<file path="src/rtl/btp_pkg.sv">
// ----------------------------------------------------------------------------
// btp_pkg
// Shared constants and types of the BER-TLV stream parser: result kinds,
// error codes, end-offset stack size and the stack command/status groups.
// ----------------------------------------------------------------------------
package btp_pkg;

  localparam int MAX_DEPTH = 8;
  localparam int OFF_W     = 32;
  localparam int NEST_W    = 4;

  localparam logic [1:0] KIND_HDR_BYTE = 2'd0;
  localparam logic [1:0] KIND_ELEMENT  = 2'd1;
  localparam logic [1:0] KIND_VALUE    = 2'd2;
  localparam logic [1:0] KIND_ERROR    = 2'd3;

  localparam logic [2:0] ERR_NONE      = 3'd0;
  localparam logic [2:0] ERR_TAG_LONG  = 3'd1;
  localparam logic [2:0] ERR_LEN_LONG  = 3'd2;
  localparam logic [2:0] ERR_TRUNC     = 3'd3;
  localparam logic [2:0] ERR_TOO_DEEP  = 3'd4;

  localparam logic [4:0] TAG_ESCAPE    = 5'h1F;
  localparam logic [6:0] LEN_MAX_BYTES = 7'd4;
  localparam logic [OFF_W-1:0] OFF_MAX = {OFF_W{1'b1}};

  typedef struct packed {
    logic             push;
    logic             pop;
    logic             flush;
    logic [OFF_W-1:0] off;
    logic [OFF_W-1:0] push_end;
  } stk_cmd_t;

  typedef struct packed {
    logic [OFF_W-1:0]  top_end;
    logic [NEST_W-1:0] depth;
    logic [NEST_W-1:0] pop_depth;
    logic              nonempty;
    logic              full;
  } stk_stat_t;

endpackage

</file>
<file path="src/rtl/btp_if.sv">
// ----------------------------------------------------------------------------
// btp_in_if / btp_out_if
// Valid/ready channels of the parser: raw input bytes and per-byte results.
// ----------------------------------------------------------------------------
interface btp_in_if;
  logic       valid;
  logic       ready;
  logic [7:0] data_byte;
  logic       last_byte;

  modport source (output valid, output data_byte, output last_byte, input ready);
  modport sink   (input valid, input data_byte, input last_byte, output ready);
endinterface

interface btp_out_if;
  logic        valid;
  logic        ready;
  logic [1:0]  kind;
  logic [23:0] tag_value;
  logic [1:0]  tag_size;
  logic [31:0] element_length;
  logic        is_constructed;
  logic [3:0]  nest_depth;
  logic [7:0]  value_out;
  logic [2:0]  error_code;
  logic        buffer_done;

  modport source (output valid, output kind, output tag_value, output tag_size,
                  output element_length, output is_constructed, output nest_depth,
                  output value_out, output error_code, output buffer_done,
                  input ready);
  modport sink   (input valid, input kind, input tag_value, input tag_size,
                  input element_length, input is_constructed, input nest_depth,
                  input value_out, input error_code, input buffer_done,
                  output ready);
endinterface

</file>
<file path="src/rtl/btp_cell.sv">
// ----------------------------------------------------------------------------
// btp_cell
// One level of the end-offset stack. Holds the end offset of one open
// constructed element and talks to its neighbors below and above.
// ----------------------------------------------------------------------------
module btp_cell
  import btp_pkg::*;
(
  input  logic             clk,
  input  logic             rst_n,
  input  stk_cmd_t         cmd,
  input  logic             below_valid,
  input  logic             below_keep,
  input  logic             above_valid,
  input  logic [OFF_W-1:0] top_in,
  output logic             valid_o,
  output logic             keep_o,
  output logic [OFF_W-1:0] top_out
);

  logic             valid_r;
  logic             valid_nxt;
  logic [OFF_W-1:0] end_r;
  logic             is_top;
  logic             load;

  // open elements nest, so the kept cells always form a run from the bottom
  assign keep_o  = below_keep & valid_r & (end_r > cmd.off);
  assign is_top  = valid_r & ~above_valid;
  assign top_out = top_in | (is_top ? end_r : '0);
  assign valid_o = valid_r;

  // first free cell takes the pushed end
  assign load = cmd.push & below_valid & ~valid_r;

  always_comb begin
    valid_nxt = valid_r;
    if (cmd.flush) begin
      valid_nxt = 1'b0;
    end else if (cmd.pop) begin
      valid_nxt = keep_o;
    end else if (load) begin
      valid_nxt = 1'b1;
    end
  end

  always_ff @(posedge clk) begin
    if (!rst_n) begin
      valid_r <= 1'b0;
    end else begin
      valid_r <= valid_nxt;
      if (load && !cmd.flush) begin
        end_r <= cmd.push_end;
      end
    end
  end

endmodule

</file>
<file path="src/rtl/btp_stack.sv">
// ----------------------------------------------------------------------------
// btp_stack
// Row of MAX_DEPTH cells forming the end-offset stack of open constructed
// elements, with depth counts and the end offset of the innermost one.
// ----------------------------------------------------------------------------
module btp_stack
  import btp_pkg::*;
(
  input  logic      clk,
  input  logic      rst_n,
  input  stk_cmd_t  cmd,
  output stk_stat_t stat
);

  logic [MAX_DEPTH-1:0] valid;
  logic [MAX_DEPTH-1:0] keep;
  logic [MAX_DEPTH-1:0] below_valid;
  logic [MAX_DEPTH-1:0] below_keep;
  logic [OFF_W-1:0]     top_chain [MAX_DEPTH+1];
  logic [MAX_DEPTH-1:0] above_valid;
  logic [NEST_W-1:0]    depth_cnt;
  logic [NEST_W-1:0]    keep_cnt;

  assign below_valid[0] = 1'b1;
  assign below_keep[0]  = 1'b1;
  assign top_chain[0]   = '0;

  for (genvar i = 0; i < MAX_DEPTH; i++) begin : g_cell
    if (i == MAX_DEPTH - 1) begin : g_last
      assign above_valid[i] = 1'b0;
    end else begin : g_mid
      assign above_valid[i]   = valid[i+1];
      assign below_valid[i+1] = valid[i];
      assign below_keep[i+1]  = keep[i];
    end

    btp_cell u_cell (
      .clk         (clk),
      .rst_n       (rst_n),
      .cmd         (cmd),
      .below_valid (below_valid[i]),
      .below_keep  (below_keep[i]),
      .above_valid (above_valid[i]),
      .top_in      (top_chain[i]),
      .valid_o     (valid[i]),
      .keep_o      (keep[i]),
      .top_out     (top_chain[i+1])
    );
  end

  always_comb begin
    depth_cnt = '0;
    keep_cnt  = '0;
    for (int i = 0; i < MAX_DEPTH; i++) begin
      depth_cnt = depth_cnt + NEST_W'(valid[i]);
      keep_cnt  = keep_cnt + NEST_W'(keep[i]);
    end
  end

  assign stat.top_end   = top_chain[MAX_DEPTH];
  assign stat.depth     = depth_cnt;
  assign stat.pop_depth = keep_cnt;
  assign stat.nonempty  = valid[0];
  assign stat.full      = valid[MAX_DEPTH-1];

endmodule

</file>
<file path="src/rtl/ber_tlv_stream_parser.sv">
// ----------------------------------------------------------------------------
// ber_tlv_stream_parser
// BER-TLV byte stream parser giving one result item per input byte.
// ----------------------------------------------------------------------------
// Takes one byte per clock and returns its result in the cycle after it is
// accepted, through an output register, so a steady stream runs at one byte
// per cycle; a stalled output holds the input back only when the register is
// full and not being taken. Nesting is tracked in a row of MAX_DEPTH stack
// cells; the end-offset compares of all cells and the clamp of a child's
// length against its parent's end set the critical path of that cycle.
// Errors are sticky until the byte flagged last, after which all parse state
// returns to its reset values.
module ber_tlv_stream_parser
  import btp_pkg::*;
(
  input  logic             clk,
  input  logic             rst_n,
  btp_in_if.sink           in_chan,
  btp_out_if.source        out_chan
);

  typedef enum logic [2:0] {
    PH_TAG_FIRST,
    PH_TAG_NEXT,
    PH_LEN_FIRST,
    PH_LEN_MORE,
    PH_VALUE,
    PH_ERROR
  } phase_t;

  phase_t           phase_r, phase_nxt;
  logic [23:0]      tag_acc_r, tag_acc_nxt;
  logic [1:0]       tag_cnt_r, tag_cnt_nxt;
  logic [31:0]      len_acc_r, len_acc_nxt;
  logic [2:0]       len_left_r, len_left_nxt;
  logic             cons_r, cons_nxt;
  logic [OFF_W-1:0] off_r, off_nxt;
  logic [OFF_W-1:0] prim_end_r, prim_end_nxt;
  logic [2:0]       err_r, err_nxt;

  logic        out_valid_r;
  logic [1:0]  kind_r;
  logic [23:0] tag_value_r;
  logic [1:0]  tag_size_r;
  logic [31:0] elen_r;
  logic        cons_out_r;
  logic [3:0]  depth_r;
  logic [7:0]  vout_r;
  logic [2:0]  errc_r;
  logic        done_r;

  logic [1:0]       kind_c;
  logic [23:0]      tagv_c;
  logic [1:0]       tsz_c;
  logic [31:0]      elen_c;
  logic             cons_c;
  logic [3:0]       depth_c;
  logic [7:0]       vout_c;
  logic [2:0]       err_c;
  logic             hdr_done;
  logic [31:0]      len_c;
  logic             pop_c;
  logic             push_c;

  logic             accept;
  logic [7:0]       b;
  logic             last;
  logic             past;
  logic [OFF_W:0]   next_off;
  logic [OFF_W+1:0] end_raw;
  logic [OFF_W+1:0] end_clamp;
  logic [OFF_W-1:0] end_sat;
  logic [31:0]      el_c;

  stk_cmd_t  stk_cmd;
  stk_stat_t stk_stat;

  btp_stack u_stack (
    .clk   (clk),
    .rst_n (rst_n),
    .cmd   (stk_cmd),
    .stat  (stk_stat)
  );

  assign in_chan.ready = ~out_valid_r | out_chan.ready;
  assign accept        = in_chan.valid & in_chan.ready;
  assign b             = in_chan.data_byte;
  assign last          = in_chan.last_byte;

  assign past     = stk_stat.nonempty & (off_r >= stk_stat.top_end);
  assign next_off = {1'b0, off_r} + 1'b1;

  // end of the new element, clamped to the parent and saturated at the top
  always_comb begin
    end_raw   = {1'b0, next_off} + {2'b00, len_c};
    end_clamp = end_raw;
    el_c      = len_c;
    if (stk_stat.nonempty) begin
      if (end_raw > {2'b00, stk_stat.top_end}) begin
        end_clamp = {2'b00, stk_stat.top_end};
      end
      el_c = 32'(end_clamp - {1'b0, next_off});
    end
    end_sat = (end_clamp > {2'b00, OFF_MAX}) ? OFF_MAX : end_clamp[OFF_W-1:0];
  end

  always_comb begin
    phase_nxt    = phase_r;
    tag_acc_nxt  = tag_acc_r;
    tag_cnt_nxt  = tag_cnt_r;
    len_acc_nxt  = len_acc_r;
    len_left_nxt = len_left_r;
    cons_nxt     = cons_r;
    prim_end_nxt = prim_end_r;
    err_nxt      = err_r;
    off_nxt      = (off_r == OFF_MAX) ? off_r : off_r + 1'b1;

    kind_c   = KIND_HDR_BYTE;
    tagv_c   = '0;
    tsz_c    = '0;
    elen_c   = '0;
    cons_c   = 1'b0;
    depth_c  = stk_stat.depth;
    vout_c   = '0;
    err_c    = ERR_NONE;
    hdr_done = 1'b0;
    len_c    = '0;
    pop_c    = 1'b0;
    push_c   = 1'b0;

    case (phase_r)
      PH_TAG_FIRST: begin
        // close every open element that ends here
        pop_c       = 1'b1;
        depth_c     = stk_stat.pop_depth;
        tag_acc_nxt = {16'd0, b};
        tag_cnt_nxt = 2'd1;
        cons_nxt    = b[5];
        phase_nxt   = (b[4:0] == TAG_ESCAPE) ? PH_TAG_NEXT : PH_LEN_FIRST;
      end
      PH_TAG_NEXT: begin
        if (past) begin
          err_c = ERR_TRUNC;
        end else begin
          tag_acc_nxt = {tag_acc_r[15:0], b};
          tag_cnt_nxt = tag_cnt_r + 2'd1;
          if (b[7]) begin
            if (tag_cnt_nxt == 2'd3) begin
              err_c = ERR_TAG_LONG;
            end
          end else begin
            phase_nxt = PH_LEN_FIRST;
          end
        end
      end
      PH_LEN_FIRST: begin
        if (past) begin
          err_c = ERR_TRUNC;
        end else if (b[7]) begin
          if (b[6:0] > LEN_MAX_BYTES) begin
            err_c = ERR_LEN_LONG;
          end else if (b[6:0] == 7'd0) begin
            hdr_done = 1'b1;
          end else begin
            len_acc_nxt  = '0;
            len_left_nxt = b[2:0];
            phase_nxt    = PH_LEN_MORE;
          end
        end else begin
          len_c    = {24'd0, b};
          hdr_done = 1'b1;
        end
      end
      PH_LEN_MORE: begin
        if (past) begin
          err_c = ERR_TRUNC;
        end else begin
          len_acc_nxt  = {len_acc_r[23:0], b};
          len_left_nxt = len_left_r - 3'd1;
          if (len_left_nxt == 3'd0) begin
            len_c    = len_acc_nxt;
            hdr_done = 1'b1;
          end
        end
      end
      PH_VALUE: begin
        kind_c = KIND_VALUE;
        vout_c = b;
        if (next_off >= {1'b0, prim_end_r}) begin
          phase_nxt = PH_TAG_FIRST;
        end
      end
      default: begin
        kind_c = KIND_ERROR;
        err_c  = err_r;
      end
    endcase

    if (hdr_done) begin
      if (cons_r && stk_stat.full) begin
        err_c = ERR_TOO_DEEP;
      end else begin
        kind_c = KIND_ELEMENT;
        tagv_c = tag_acc_r;
        tsz_c  = tag_cnt_r;
        elen_c = el_c;
        cons_c = cons_r;
        if (cons_r) begin
          push_c    = 1'b1;
          phase_nxt = PH_TAG_FIRST;
        end else if (el_c == 32'd0) begin
          phase_nxt = PH_TAG_FIRST;
        end else begin
          prim_end_nxt = end_sat;
          phase_nxt    = PH_VALUE;
        end
      end
    end

    // buffer ends in the middle of a header
    if (err_c == ERR_NONE && last &&
        (phase_nxt inside {PH_TAG_NEXT, PH_LEN_FIRST, PH_LEN_MORE})) begin
      err_c = ERR_TRUNC;
    end

    if (err_c != ERR_NONE) begin
      kind_c    = KIND_ERROR;
      tagv_c    = '0;
      tsz_c     = '0;
      elen_c    = '0;
      cons_c    = 1'b0;
      vout_c    = '0;
      err_nxt   = err_c;
      phase_nxt = PH_ERROR;
    end
  end

  always_comb begin
    stk_cmd.push     = accept & push_c & (err_c == ERR_NONE);
    stk_cmd.pop      = accept & pop_c;
    stk_cmd.flush    = accept & last;
    stk_cmd.off      = off_r;
    stk_cmd.push_end = end_sat;
  end

  always_ff @(posedge clk) begin
    if (!rst_n) begin
      phase_r     <= PH_TAG_FIRST;
      off_r       <= '0;
      err_r       <= ERR_NONE;
      out_valid_r <= 1'b0;
    end else begin
      if (accept) begin
        tag_acc_r  <= tag_acc_nxt;
        tag_cnt_r  <= tag_cnt_nxt;
        len_acc_r  <= len_acc_nxt;
        len_left_r <= len_left_nxt;
        cons_r     <= cons_nxt;
        prim_end_r <= prim_end_nxt;
        if (last) begin
          phase_r <= PH_TAG_FIRST;
          off_r   <= '0;
          err_r   <= ERR_NONE;
        end else begin
          phase_r <= phase_nxt;
          off_r   <= off_nxt;
          err_r   <= err_nxt;
        end

        out_valid_r <= 1'b1;
        kind_r      <= kind_c;
        tag_value_r <= tagv_c;
        tag_size_r  <= tsz_c;
        elen_r      <= elen_c;
        cons_out_r  <= cons_c;
        depth_r     <= depth_c;
        vout_r      <= vout_c;
        errc_r      <= err_c;
        done_r      <= last;
      end else if (out_chan.ready) begin
        out_valid_r <= 1'b0;
      end
    end
  end

  assign out_chan.valid          = out_valid_r;
  assign out_chan.kind           = kind_r;
  assign out_chan.tag_value      = tag_value_r;
  assign out_chan.tag_size       = tag_size_r;
  assign out_chan.element_length = elen_r;
  assign out_chan.is_constructed = cons_out_r;
  assign out_chan.nest_depth     = depth_r;
  assign out_chan.value_out      = vout_r;
  assign out_chan.error_code     = errc_r;
  assign out_chan.buffer_done    = done_r;

endmodule

</file>
<file path="src/flat_wrapper.sv">
// flat-port wrapper written by rule: the top's interface ports become plain ports
module ber_tlv_stream_parser_flat import btp_pkg::*;
  (clk, rst_n, in_chan_valid, in_chan_data_byte, in_chan_last_byte, in_chan_ready, out_chan_valid, out_chan_kind, out_chan_tag_value, out_chan_tag_size, out_chan_element_length, out_chan_is_constructed, out_chan_nest_depth, out_chan_value_out, out_chan_error_code, out_chan_buffer_done, out_chan_ready);
  btp_in_if in_chan_i ();
  btp_out_if out_chan_i ();
  input  logic clk;
  input  logic rst_n;
  input wire logic [$bits(in_chan_i.valid)-1:0] in_chan_valid;
  input wire logic [$bits(in_chan_i.data_byte)-1:0] in_chan_data_byte;
  input wire logic [$bits(in_chan_i.last_byte)-1:0] in_chan_last_byte;
  output wire logic [$bits(in_chan_i.ready)-1:0] in_chan_ready;
  output wire logic [$bits(out_chan_i.valid)-1:0] out_chan_valid;
  output wire logic [$bits(out_chan_i.kind)-1:0] out_chan_kind;
  output wire logic [$bits(out_chan_i.tag_value)-1:0] out_chan_tag_value;
  output wire logic [$bits(out_chan_i.tag_size)-1:0] out_chan_tag_size;
  output wire logic [$bits(out_chan_i.element_length)-1:0] out_chan_element_length;
  output wire logic [$bits(out_chan_i.is_constructed)-1:0] out_chan_is_constructed;
  output wire logic [$bits(out_chan_i.nest_depth)-1:0] out_chan_nest_depth;
  output wire logic [$bits(out_chan_i.value_out)-1:0] out_chan_value_out;
  output wire logic [$bits(out_chan_i.error_code)-1:0] out_chan_error_code;
  output wire logic [$bits(out_chan_i.buffer_done)-1:0] out_chan_buffer_done;
  input wire logic [$bits(out_chan_i.ready)-1:0] out_chan_ready;
  assign in_chan_i.valid = in_chan_valid;
  assign in_chan_i.data_byte = in_chan_data_byte;
  assign in_chan_i.last_byte = in_chan_last_byte;
  assign in_chan_ready = in_chan_i.ready;
  assign out_chan_valid = out_chan_i.valid;
  assign out_chan_kind = out_chan_i.kind;
  assign out_chan_tag_value = out_chan_i.tag_value;
  assign out_chan_tag_size = out_chan_i.tag_size;
  assign out_chan_element_length = out_chan_i.element_length;
  assign out_chan_is_constructed = out_chan_i.is_constructed;
  assign out_chan_nest_depth = out_chan_i.nest_depth;
  assign out_chan_value_out = out_chan_i.value_out;
  assign out_chan_error_code = out_chan_i.error_code;
  assign out_chan_buffer_done = out_chan_i.buffer_done;
  assign out_chan_i.ready = out_chan_ready;
  ber_tlv_stream_parser u_core (.clk(clk), .rst_n(rst_n), .in_chan(in_chan_i), .out_chan(out_chan_i));
endmodule
</file>
<file path="config.mk">
export PLATFORM = sky130hd
export DESIGN_NAME = ber_tlv_stream_parser_flat
export DESIGN_NICKNAME = d
export VERILOG_FILES = /design/src/rtl/btp_pkg.sv /design/src/rtl/btp_if.sv /design/src/rtl/btp_cell.sv /design/src/rtl/btp_stack.sv /design/src/rtl/ber_tlv_stream_parser.sv /design/src/flat_wrapper.sv
export SDC_FILE = /design/constraint.sdc
export NUM_CORES = 1
export LEC_CHECK = 0
export ABC_AREA = 1
export BUFFER_PORTS_ARGS = -buffer_cell sky130_fd_sc_hd__buf_2
export CAP_MARGIN = 20
export CORE_MARGIN = 2
export CORE_UTILIZATION = 40
export DETAILED_ROUTE_END_ITERATION = 16
export GPL_ROUTABILITY_DRIVEN = 0
export HOLD_SLACK_MARGIN = 0.08
export PLACE_DENSITY = 0.56
export SLEW_MARGIN = 20
export SYNTH_ARGS = -nofsm -noshare
export SYNTH_HDL_FRONTEND = slang
export SYNTH_SLANG_ARGS = --single-unit
</file>
<file path="constraint.sdc">
create_clock -name clk -period 15.2 [get_ports clk]
set_input_delay 2.28 -clock clk [delete_from_list [all_inputs] [get_ports clk]]
set_output_delay 2.28 -clock clk [all_outputs]
set_load 0.05 [all_outputs]
</file>
==> Word level (Yosys, flattened, before mapping) <==
Index checks and enable logic that the tools add are counted.
{ "totals": {"regBits": 466, "inputBits": 13, "out_inout_bits": 79, "wordCells": 300} }
{ "classes": {"add_sub_neg": 20, "n_lt_le_gt_ge": 13, "eq_ne": 17, "mux": 97, "bitwise_logic": 66, "reduce_logical": 52} }
{ "op_table": {"columns": ["operator", "count"], "rows": [
  ["two-way mux 32 bit", 15],
  ["greater-than comparator 32 bit", 8],
  ["bitwise OR 32 bit", 7],
  ["two-way mux 24 bit", 6],
  ["two-way mux 34 bit", 3],
  ["case mux 24 bit (2 select lines)", 2],
  ["two-way mux 3 bit", 27],
  ["case mux 32 bit (2 select lines)", 1],
  ["bitwise AND 1 bit", 43],
  ["adder 33 x 32 -> 34 bit", 1],
  ["greater-than comparator 34 x 32 -> 1 bit", 1],
  ["greater-than comparator 34 x 32 -> 1 bit, second input constant", 1],
  ["adder 32 x 1 -> 33 bit, second input constant", 1],
  ["greater-or-equal comparator 33 x 32 -> 1 bit", 1],
  ["adder 32 x 1 -> 32 bit, second input constant", 1],
  ["adder 4 x 1 -> 4 bit", 8],
  ["== test 32 bit, second input constant", 1],
  ["greater-or-equal comparator 32 bit", 1],
  ["logical NOT 32 bit", 1],
  ["subtractor 32 bit", 1],
  ["two-way mux 1 bit", 29],
  ["case mux 3 bit (4 select lines)", 2],
  ["nonzero test 2 bit", 12],
  ["AND reduction 2 bit", 11],
  ["other kinds (32)", 81]
]} }

==> Depth between registers and ports, before layout <==
Gate-level depths: netlist (run 1).
{ "depth": {"word_depth": 35, "depth_mapped": 77, "depth_no_buf": 73} }

==> Cells and area by module <==
A second synthesis (run 1) with hierarchy kept.
{ "hier_totals": {"cells_unflattened": 3972, "hier_area_um2": 34116.5} }
{ "by_module_without_submodules": {"columns": ["mod", "instances", "cells_per_inst", "area_each_um2", "seq_area_each_um2"], "rows": [
  ["btp_cell", 8, 226, 2217.1, 980.9],
  ["ber_tlv_stream_parser", 1, 2112, 15995.3, 5675.4],
  ["btp_stack", 1, 52, 384.1, 0.0]
]} }

==> Worst setup path before layout (run 1) <==
OpenSTA, ideal clock, no wires.
{ "synth_path": {"path_type": "reg2reg", "startpoint": "reg u_core.u_stack.g_cell[1].u_cell.valid_r", "endpoint": "reg u_core.prim_end_r[0] (enable)", "setup_time_ns": 0.421, "arrival_time_ns": 9.641, "t_required_ns": 14.779, "setup_slack_ns": 5.138, "stages_incl_launch_ff": 68, "path_buffers": 4, "period_less_slack_ns": 10.062, "path_cell_list": "dfxtp_1 -> inv_1 -> ha_1 -> clkbuf_1 -> nand2_1 -> inv_1 -> a221oi_1 -> nand4_1 -> a221oi_1 -> ha_1 -> a21oi_1 -> o21ai_0 -> nand2_1 -> nand2_1 -> a21oi_1 -> nand3_1 -> nand2_1 -> buf_2 -> [32 not listed] -> fa_1 -> inv_1 -> nand3_1 -> nand2_1 -> a21oi_2 -> o21bai_1 -> nand2_1 -> nand2_1 -> nand4_1 -> nand3_1 -> nand3_1 -> nand2_1 -> nor2_1 -> nand3_1 -> nor2_1 -> nand2_1 -> nand2_2 -> nor2_1"} }
{ "synth_between": {"elab_chain_len": 23, "word_cells_on_any_way": 29, "cone_classes": "add/sub (2); order compare (2); mux (11); bitwise (12); reduce/logical (2)"} }
{ "synth_lines": {"columns": ["element", "line_no", "text"], "rows": [
  ["from (decl)", "btp_cell.sv:21", "logic valid_r;"],
  ["from (signal assigned)", "btp_cell.sv:51", "valid_r <= valid_nxt;"],
  ["NOT 1 bit", "btp_cell.sv:29", "assign is_top = valid_r & ~above_valid;"],
  ["bitwise AND 1 bit", "btp_cell.sv:29", null],
  ["two-way mux 32 bit", "btp_cell.sv:30", "assign top_out = top_in | (is_top ? end_r : '0);"],
  ["bitwise OR 32 bit * (7 in series)", "btp_cell.sv:30", null],
  ["greater-or-equal comparator 32 bit", "ber_tlv_stream_parser.sv:90", "assign past = stk_stat.nonempty & (off_r >= stk_stat.top_end);"],
  ["bitwise AND 1 bit", "ber_tlv_stream_parser.sv:90", null],
  ["two-way mux 32 bit, on equally long branches", "ber_tlv_stream_parser.sv:175, ber_tlv_stream_parser.sv:157", null],
  ["case mux 32 bit (2 select lines)", "ber_tlv_stream_parser.sv:131", "case (phase_r)"],
  ["adder 33 x 32 -> 34 bit", "ber_tlv_stream_parser.sv:95", "end_raw = {1'b0, next_off} + {2'b00, len_c};"],
  ["greater-than comparator 34 x 32 -> 1 bit", "ber_tlv_stream_parser.sv:99", "if (end_raw > {2'b00, stk_stat.top_end}) begin"],
  ["two-way mux 34 bit", "ber_tlv_stream_parser.sv:99", null],
  ["two-way mux 34 bit", "ber_tlv_stream_parser.sv:98", "if (stk_stat.nonempty) begin"],
  ["subtractor 32 bit", "ber_tlv_stream_parser.sv:102", "el_c = 32'(end_clamp - {1'b0, next_off});"],
  ["two-way mux 32 bit", "ber_tlv_stream_parser.sv:98", null],
  ["logical NOT 32 bit", "ber_tlv_stream_parser.sv:211", "end else if (el_c == 32'd0) begin"],
  ["NOT 1 bit (no line)", null, null],
  ["AND reduction 6 bit (no line) *", null, null],
  ["to (signal assigned)", "ber_tlv_stream_parser.sv:259", "prim_end_r <= prim_end_nxt;"],
  ["to (decl)", "ber_tlv_stream_parser.sv:38", "logic [OFF_W-1:0] prim_end_r, prim_end_nxt;"]
]} }
Mark *: on every way between the ends. The rest lies on a longest branch, timed or not. The select of a mux whose other input is x is not followed.
A chain may end at the register's enable or synchronous reset.

==> Final worst setup path (run 1) <==
{ "layout_path": {"startpoint": "reg u_core.u_stack.g_cell[1].u_cell.valid_r", "endpoint": "reg u_core.prim_end_r[30] (enable)"} }
Same word-level chain as after synthesis.

==> flow_metrics.env, run 1 <==
export IMPL_totalWireLength_um=107000
export IMPL_detailedPlacementHpwl_um=81900
export IMPL_synth_cell_type_count=65
export IMPL_critPathKind="register to register"
export IMPL_grt_pass1_wl_um=159000
export IMPL_io_pins=92
export IMPL_cts_tree="yes"
export IMPL_max_freq_mhz=75.5
export IMPL_worstPathArrival_ps=13450
export IMPL_vias=26843
export IMPL_clkSinkCount=466
export IMPL_tightestPinTransition_ps=1180
export IMPL_root_buffer="clkbuf_16"
export IMPL_grt_max_degree=62
export IMPL_setup_viol=0
export IMPL_dieArea_mm2=0.0815
export IMPL_wl_per_cell_um=22.5
export IMPL_netlist_area_mm2=0.0317
export IMPL_combinationalPowerShare=0.102
export IMPL_relSlewSlack=0.211
export IMPL_seq_area_frac_synth=0.426
export IMPL_avgSynthCellArea_um2=8.86
export IMPL_route_detailed_drc=0
export IMPL_rsz0062_at_grt="no"
export IMPL_swShare=0.268
export IMPL_final_core_util=0.448
export IMPL_finalCritPeriodShare=0.871
export IMPL_area_delta_synth_final_pct=11.3
export IMPL_h_tree_depth=2
export IMPL_synth_seq_cells=466
export IMPL_die_y_um=286
export IMPL_gr_usage_all_layers=0.258
export IMPL_seqPwrFrac=0.470
export IMPL_viasPerCell=5.62
export IMPL_slowest_stage="nor2_4"
export IMPL_drive_above_1_share=0.0788
export IMPL_startpoint_type="register"
export IMPL_path_clk_slew_ps=60
export IMPL_floorplan_initialDensity=0.403
export IMPL_clk_latency_ps=630
export IMPL_clockBufferDepth=3
export IMPL_grt_ovfl_total=0
export IMPL_antenna_found_initial=0
export IMPL_p_int_mw=2.20
export IMPL_syn_nets=4027
export IMPL_finalSetupTns_ps=0
export IMPL_status="finished, final reports clean"
export IMPL_num_rows=103
export IMPL_layout_min_cycle_time_ps=13240
export IMPL_maxCapViolCount=0
export IMPL_yosys_warnings=0
export IMPL_core_area_mm2=0.0787
export IMPL_hold_viol_final=0
export IMPL_crit_top_cell="nand2_1"
export IMPL_synth_edf_count=419
export IMPL_p_leak_nw=15.6
export IMPL_die_x_um=286
export IMPL_grt_pass1_vias=25554
export IMPL_cts_hold_buffers=0
export IMPL_hp_class="register to register"
export IMPL_post_cts_resized=0
export IMPL_diodes=0
export IMPL_drtIter0Drc=2639
export IMPL_skew_ps=43.4
export IMPL_synthFlopType="edfxtp_1"
export IMPL_clockPowerShare=0.429
export IMPL_cp_required_ps=15410
export IMPL_numPortBuffers=91
export IMPL_drv_slew=0
export IMPL_multi_input_area_mm2=0.0163
export IMPL_ant_nets=0
export IMPL_endpoint_kind="register"
export IMPL_syn_inst=3578
export IMPL_first_pass_iters=7
export IMPL_fill_cells=7723
export IMPL_peakVddDrop_mv=0.0827
export IMPL_numCtsBuffers=52
export IMPL_post_cts_buffers=0
export IMPL_critPathMaxStageDelay_ps=740
export IMPL_ff_latch_area_mm2=0.0135
export IMPL_async_reset_ff_frac=0
export IMPL_fin_nets=4134
export IMPL_crit_fanout=41
export IMPL_p_per_area_mw_per_mm2=84.9
export IMPL_switchingPower_uw=802
-- stage by stage --
step / instance area [um^2] / instances / hold slack, ps / setup slack, ps / power, mW
floorplan: 31700 / 3578 / 436 / 5140 / 1.63
global placement: 33500 / 4675 / 449 / 2430 / 1.73
detailed placement: 33500 / 4678 / 458 / 2200 / 1.73
CTS: 35300 / 4776 / 466 / 2110 / 3.01
global route: 35300 / 4779 / 473 / 1050 / 3.09
finish: 35300 / 4779 / 465 / 1960 / 3.00
-- path summary, 6_finish.rpt --
check | from | endpoint | slack [ps] | cells past startpoint
worst min register to register | u_core.err_r[2] | u_core.err_r[2] | 470 | 2
worst max register to register | u_core.u_stack.g_cell[1].u_cell.valid_o | u_core.prim_end_r[30] | 1960 | 63
worst max-delay path | u_core.u_stack.g_cell[1].u_cell.valid_o | u_core.prim_end_r[30] | 1960 | 63
worst min-delay path | u_core.err_r[2] | u_core.err_r[2] | 470 | 2
-- synthesized netlist by cell type (3+ instances only) --
cell type / number / area [um^2]
a21o_1: 17 / 128
buf_2: 19 / 95.1
nor3_2: 4 / 40.0
a22oi_1: 14 / 105
a22o_1: 16 / 140
o21bai_1: 12 / 90.1
a221oi_1: 30 / 263
edfxtp_1: 419 / 12600
o221ai_1: 12 / 105
inv_2: 14 / 52.6
o211ai_1: 47 / 353
o21ai_1: 4 / 20.0
nand3_1: 140 / 701
inv_1: 440 / 1650
and2_1: 4 / 25.0
dfxtp_1: 47 / 941
o2111ai_1: 5 / 43.8
nor3_1: 56 / 280
nand4_1: 107 / 669
xnor2_1: 13 / 114
a31oi_1: 17 / 106
clkbuf_1: 53 / 199
a21oi_1: 262 / 1310
fa_1: 10 / 200
nand2_1: 767 / 2880
xor2_2: 3 / 48.8
nand3b_1: 5 / 37.5
ha_1: 426 / 5330
nor2_1: 304 / 1140
a21boi_0: 3 / 22.5
xor2_1: 47 / 412
o21a_1: 13 / 97.6
nor2_2: 10 / 62.6
nand3_2: 5 / 50.1
buf_1: 4 / 15.0
o21ai_0: 135 / 676
a211oi_1: 31 / 233
nor4_1: 24 / 150
nor2_4: 4 / 45.0
nand2_2: 5 / 31.3
-- state kept, by name (all words and copies together), names as in the netlist, 4 cells and up --
register / cells
u_core.len_acc_r: 24
u_core.off_r: 32
u_core.out_chan.element_length: 32
u_core.out_chan.nest_depth: 4
u_core.out_chan.tag_value: 24
u_core.out_chan.value_out: 8
u_core.prim_end_r: 32
u_core.tag_acc_r: 24
u_core.u_stack.g_cell.u_cell.end_r: 256
u_core.u_stack.g_cell.u_cell.valid_o: 8
-- cell usage in the layout (no fill, tap or decap), types with 13 or more instances in the layout --
cell type / Yosys / final
nand2_1: 767 / 766
inv_1: 440 / 440
ha_1: 426 / 426
edfxtp_1: 419 / 419
nor2_1: 304 / 289
a21oi_1: 262 / 262
nand3_1: 140 / 140
o21ai_0: 135 / 135
nand4_1: 107 / 107
buf_2: 19 / 91
nor3_1: 56 / 54
clkbuf_16: 0 / 53
xor2_1: 47 / 47
o211ai_1: 47 / 47
dfxtp_1: 47 / 47
buf_4: 0 / 36
a211oi_1: 31 / 31
a221oi_1: 30 / 30
nor4_1: 24 / 24
nor2_2: 10 / 17
a21o_1: 17 / 17
a31oi_1: 17 / 17
a22o_1: 16 / 16
inv_2: 14 / 14
a22oi_1: 14 / 14
o21a_1: 13 / 13
xnor2_1: 13 / 13
-- worst max-delay path, delay by kind of cell (launching register included) --
family / cells / cell delay [ps]
fa+ha+maj: 5 / 1700
compound gates: 15 / 3520
simple gates: 35 / 5540
xor+xnor: 1 / 320
buf+inv: 7 / 1280
flops: 1 / 360
-- cell families (layout without fill, tap and decap cells) --
logic type | after synthesis | in the layout | share of synthesized area
xor gates and xnor gates | 63 | 63 | 0.0181
adders and majority gates | 436 | 436 | 0.174
and+or+nand+nor | 1447 | 1447 | 0.196
DFF | 466 | 466 | 0.426
muxes | 1 | 1 | 0.000316
AOI/OAI and AO/OA | 632 | 632 | 0.120
buffers and inverters | 533 | 684 | 0.0639
-- power by group through the flow --
stage / logic (mW) / clock network [mW] / registers [mW]
floorplan: 0.169 / 0 / 1.46
global placement: 0.297 / 0 / 1.43
finish: 0.304 / 1.29 / 1.41
CTS: 0.299 / 1.31 / 1.41
detailed placement: 0.298 / 0 / 1.44
global route: 0.332 / 1.35 / 1.41
-- per-layer routing --
| metal | up-vias | track usage | wire [um] |
|---|---|---|---|
| met2 | 1116 | 0.412 | 47900 |
| met1 | 12760 | 0.358 | 47500 |
| li1 | 12773 | - | - |
| met4 | 0 | 0.0920 | 4150 |
| met5 | - | 0 | 0 |
| met3 | 194 | 0.0368 | 7870 |
-- area by class of cell --
| class | count | share of cell area |
|---|---|---|
| multi-input cells | 2579 | 0.461 |
| flip-flops and latches | 466 | 0.383 |
| inverters | 457 | 0.0486 |
| clock buffers | 58 | 0.0381 |
| well taps | 1050 | 0.0372 |
| repair buffers | 129 | 0.0210 |
| clock inverters | 40 | 0.0108 |
(Power assumes the default switching activity.)
==> run 2, diff against run 1 <==
--- a/config.mk
+++ b/config.mk
@@ -6,14 +6,14 @@
 export NUM_CORES = 1
 export LEC_CHECK = 0
 export ABC_AREA = 1
-export BUFFER_PORTS_ARGS = -buffer_cell sky130_fd_sc_hd__buf_2
 export CAP_MARGIN = 20
 export CORE_MARGIN = 2
 export CORE_UTILIZATION = 40
 export DETAILED_ROUTE_END_ITERATION = 16
+export DONT_BUFFER_PORTS = 1
 export GPL_ROUTABILITY_DRIVEN = 0
 export HOLD_SLACK_MARGIN = 0.08
-export PLACE_DENSITY = 0.56
+export PLACE_DENSITY = 0.55
 export SLEW_MARGIN = 20
 export SYNTH_ARGS = -nofsm -noshare
 export SYNTH_HDL_FRONTEND = slang
==> run 2 against run 1 <==
  * Largest cell class unchanged
  * Core utilization shrank 0.42 points
  * Wire length shrank 0.33%
  * Register-to-register slack gained 110 ps
  * Clock skew shrank 3.3 ps
  * Combinational power shrank 12%
  * Hold slack lost 1.1 ps
  * Sequential share of layout area grew 0.36 points
  * Sequential power is essentially flat
==> flow_metrics.env, run 2 (synthesis gave the netlist of run 1 again) <==
export IMPL_antenna_found_initial=2
export IMPL_hp_class="register to register"
export IMPL_p_leak_nw=15.3
export IMPL_numCtsBuffers=51
export IMPL_peakVddDrop_mv=0.0771
export IMPL_mostFrequentLayoutCell="nand2_1"
export IMPL_num_rows=103
export IMPL_route_detailed_drc=0
export IMPL_worstPathArrival_ps=13360
export IMPL_grt_pass1_vias=25034
export IMPL_setup_viol=0
export IMPL_numPortBuffers=0
export IMPL_hold_viol_final=0
export IMPL_wl_per_cell_um=22.9
export IMPL_totalWireLength_um=107000
export IMPL_crit_top_cell="nand2_1"
export IMPL_top_register="u_core.u_stack.g_cell.u_cell.end_r"
export IMPL_endpoint_kind="register"
export IMPL_dieArea_mm2=0.0815
export IMPL_cp_startpoint="u_core.u_stack.g_cell[1].u_cell.valid_o"
export IMPL_gr_usage_all_layers=0.258
export IMPL_critPathMaxStageDelay_ps=980
export IMPL_die_y_um=286
export IMPL_path_clk_slew_ps=60
export IMPL_p_per_area_mw_per_mm2=88.4
export IMPL_min_from="u_core.err_r[1]"
export IMPL_skew_ps=40.1
export IMPL_post_cts_resized=0
export IMPL_area_delta_synth_final_pct=10.2
export IMPL_tightestPinTransition_ps=1190
export IMPL_largest_reg_flops=256
export IMPL_swShare=0.258
export IMPL_clockPowerShare=0.448
export IMPL_maxCapViolCount=0
export IMPL_r2r_start="u_core.u_stack.g_cell[1].u_cell.valid_o"
export IMPL_finalSetupTns_ps=0
export IMPL_grt_pass1_wl_um=159000
export IMPL_core_area_mm2=0.0787
export IMPL_layout_min_cycle_time_ps=13130
export IMPL_clk_latency_ps=640
export IMPL_status="finished, final reports clean"
export IMPL_diodes=0
export IMPL_mostFrequentLayoutCells="766 x nand2_1, 440 x inv_1, 426 x ha_1, 419 x edfxtp_1, 289 x nor2_1"
export IMPL_io_pins=92
export IMPL_h_tree_depth=2
export IMPL_max_freq_mhz=76.1
export IMPL_p_int_mw=2.29
export IMPL_seqPwrFrac=0.466
export IMPL_post_cts_buffers=0
export IMPL_final_core_util=0.444
export IMPL_crit_fanout=41
export IMPL_die_x_um=286
export IMPL_viasPerCell=5.65
export IMPL_grt_ovfl_total=0
export IMPL_fill_cells=7664
export IMPL_combinationalPowerShare=0.087
export IMPL_relSlewSlack=0.207
export IMPL_drv_slew=0
export IMPL_cts_tree="yes"
export IMPL_grt_max_degree=62
export IMPL_slowest_stage="a221oi_1"
export IMPL_startpoint_type="register"
export IMPL_cp_required_ps=15430
export IMPL_fin_nets=4040
export IMPL_switchingPower_uw=797
export IMPL_vias=26455
export IMPL_detailedPlacementHpwl_um=81800
export IMPL_first_pass_iters=6
export IMPL_finalCritPeriodShare=0.864
export IMPL_ant_nets=0
export IMPL_power_mw=3.09
export IMPL_drtIter0Drc=2833
export IMPL_root_buffer="clkbuf_16"
export IMPL_drive_above_1_share=0.0548
export IMPL_cts_hold_buffers=0
export IMPL_critPathKind="register to register"
export IMPL_clkSinkCount=466
export IMPL_floorplan_initialDensity=0.403
export IMPL_clockBufferDepth=3
export IMPL_rsz0062_at_grt="no"
==> run 2: worst max-delay path, delay by kind of cell, from the launching register on <==
| kind | cells | cell delay (ps) |
|---|---|---|
| AOI/OAI and AO/OA | 13 | 3410 |
| DFF | 1 | 360 |
| xor gates and xnor gates | 1 | 330 |
| and+or+nand+nor | 39 | 5230 |
| adders and majority gates | 5 | 1590 |
| buffers and inverters | 9 | 1730 |
==> run 2: final timing paths <==
| path | slack, ps | end | cells after the start |
|---|---|---|---|
| max | 2070 | u_core.prim_end_r[25] | 67 |
| min | 460 | u_core.err_r[1] | 2 |
| max reg2reg | 2070 | u_core.prim_end_r[25] | 67 |
| min reg2reg | 460 | u_core.err_r[1] | 2 |
==> run 2: per-layer routing <==
metal	share of wire	track usage	up-vias	routed length [um]
li1	-	-	12564	-
met1	0.45	0.362	12568	47700
met2	0.45	0.414	1157	48000
met3	0.069	0.0266	166	7400
met4	0.037	0.0891	0	3940
met5	0	0	-	0
==> run 2: power groups by stage <==
stage | combinational (mW) | sequential, mW | clock (mW)
floorplan | 0.169 | 1.46 | 0
global placement | 0.261 | 1.47 | 0
detailed placement | 0.261 | 1.47 | 0
CTS | 0.262 | 1.44 | 1.40
global route | 0.293 | 1.44 | 1.44
finish | 0.268 | 1.44 | 1.38
==> run 2: final cells by class <==
cell class	instances	area, um^2	share of cell area
clock buffer	66	1430	0.0408
clock inverter	29	423	0.0121
inverter	457	1720	0.0491
multi-input combinational	2579	16300	0.466
sequential	466	13500	0.387
tap	1050	1310	0.0376
timing repair buffer	36	282	0.00805
==> run 2: through the flow <==
step / hold WS (ps) / worst slack, ps / instances / area, um^2
floorplan: 436 / 5140 / 3578 / 31700
global placement: 451 / 2500 / 4583 / 33100
detailed placement: 456 / 2350 / 4586 / 33100
CTS: 465 / 2280 / 4681 / 34900
global route: 476 / 1100 / 4683 / 35000
finish: 464 / 2070 / 4683 / 35000
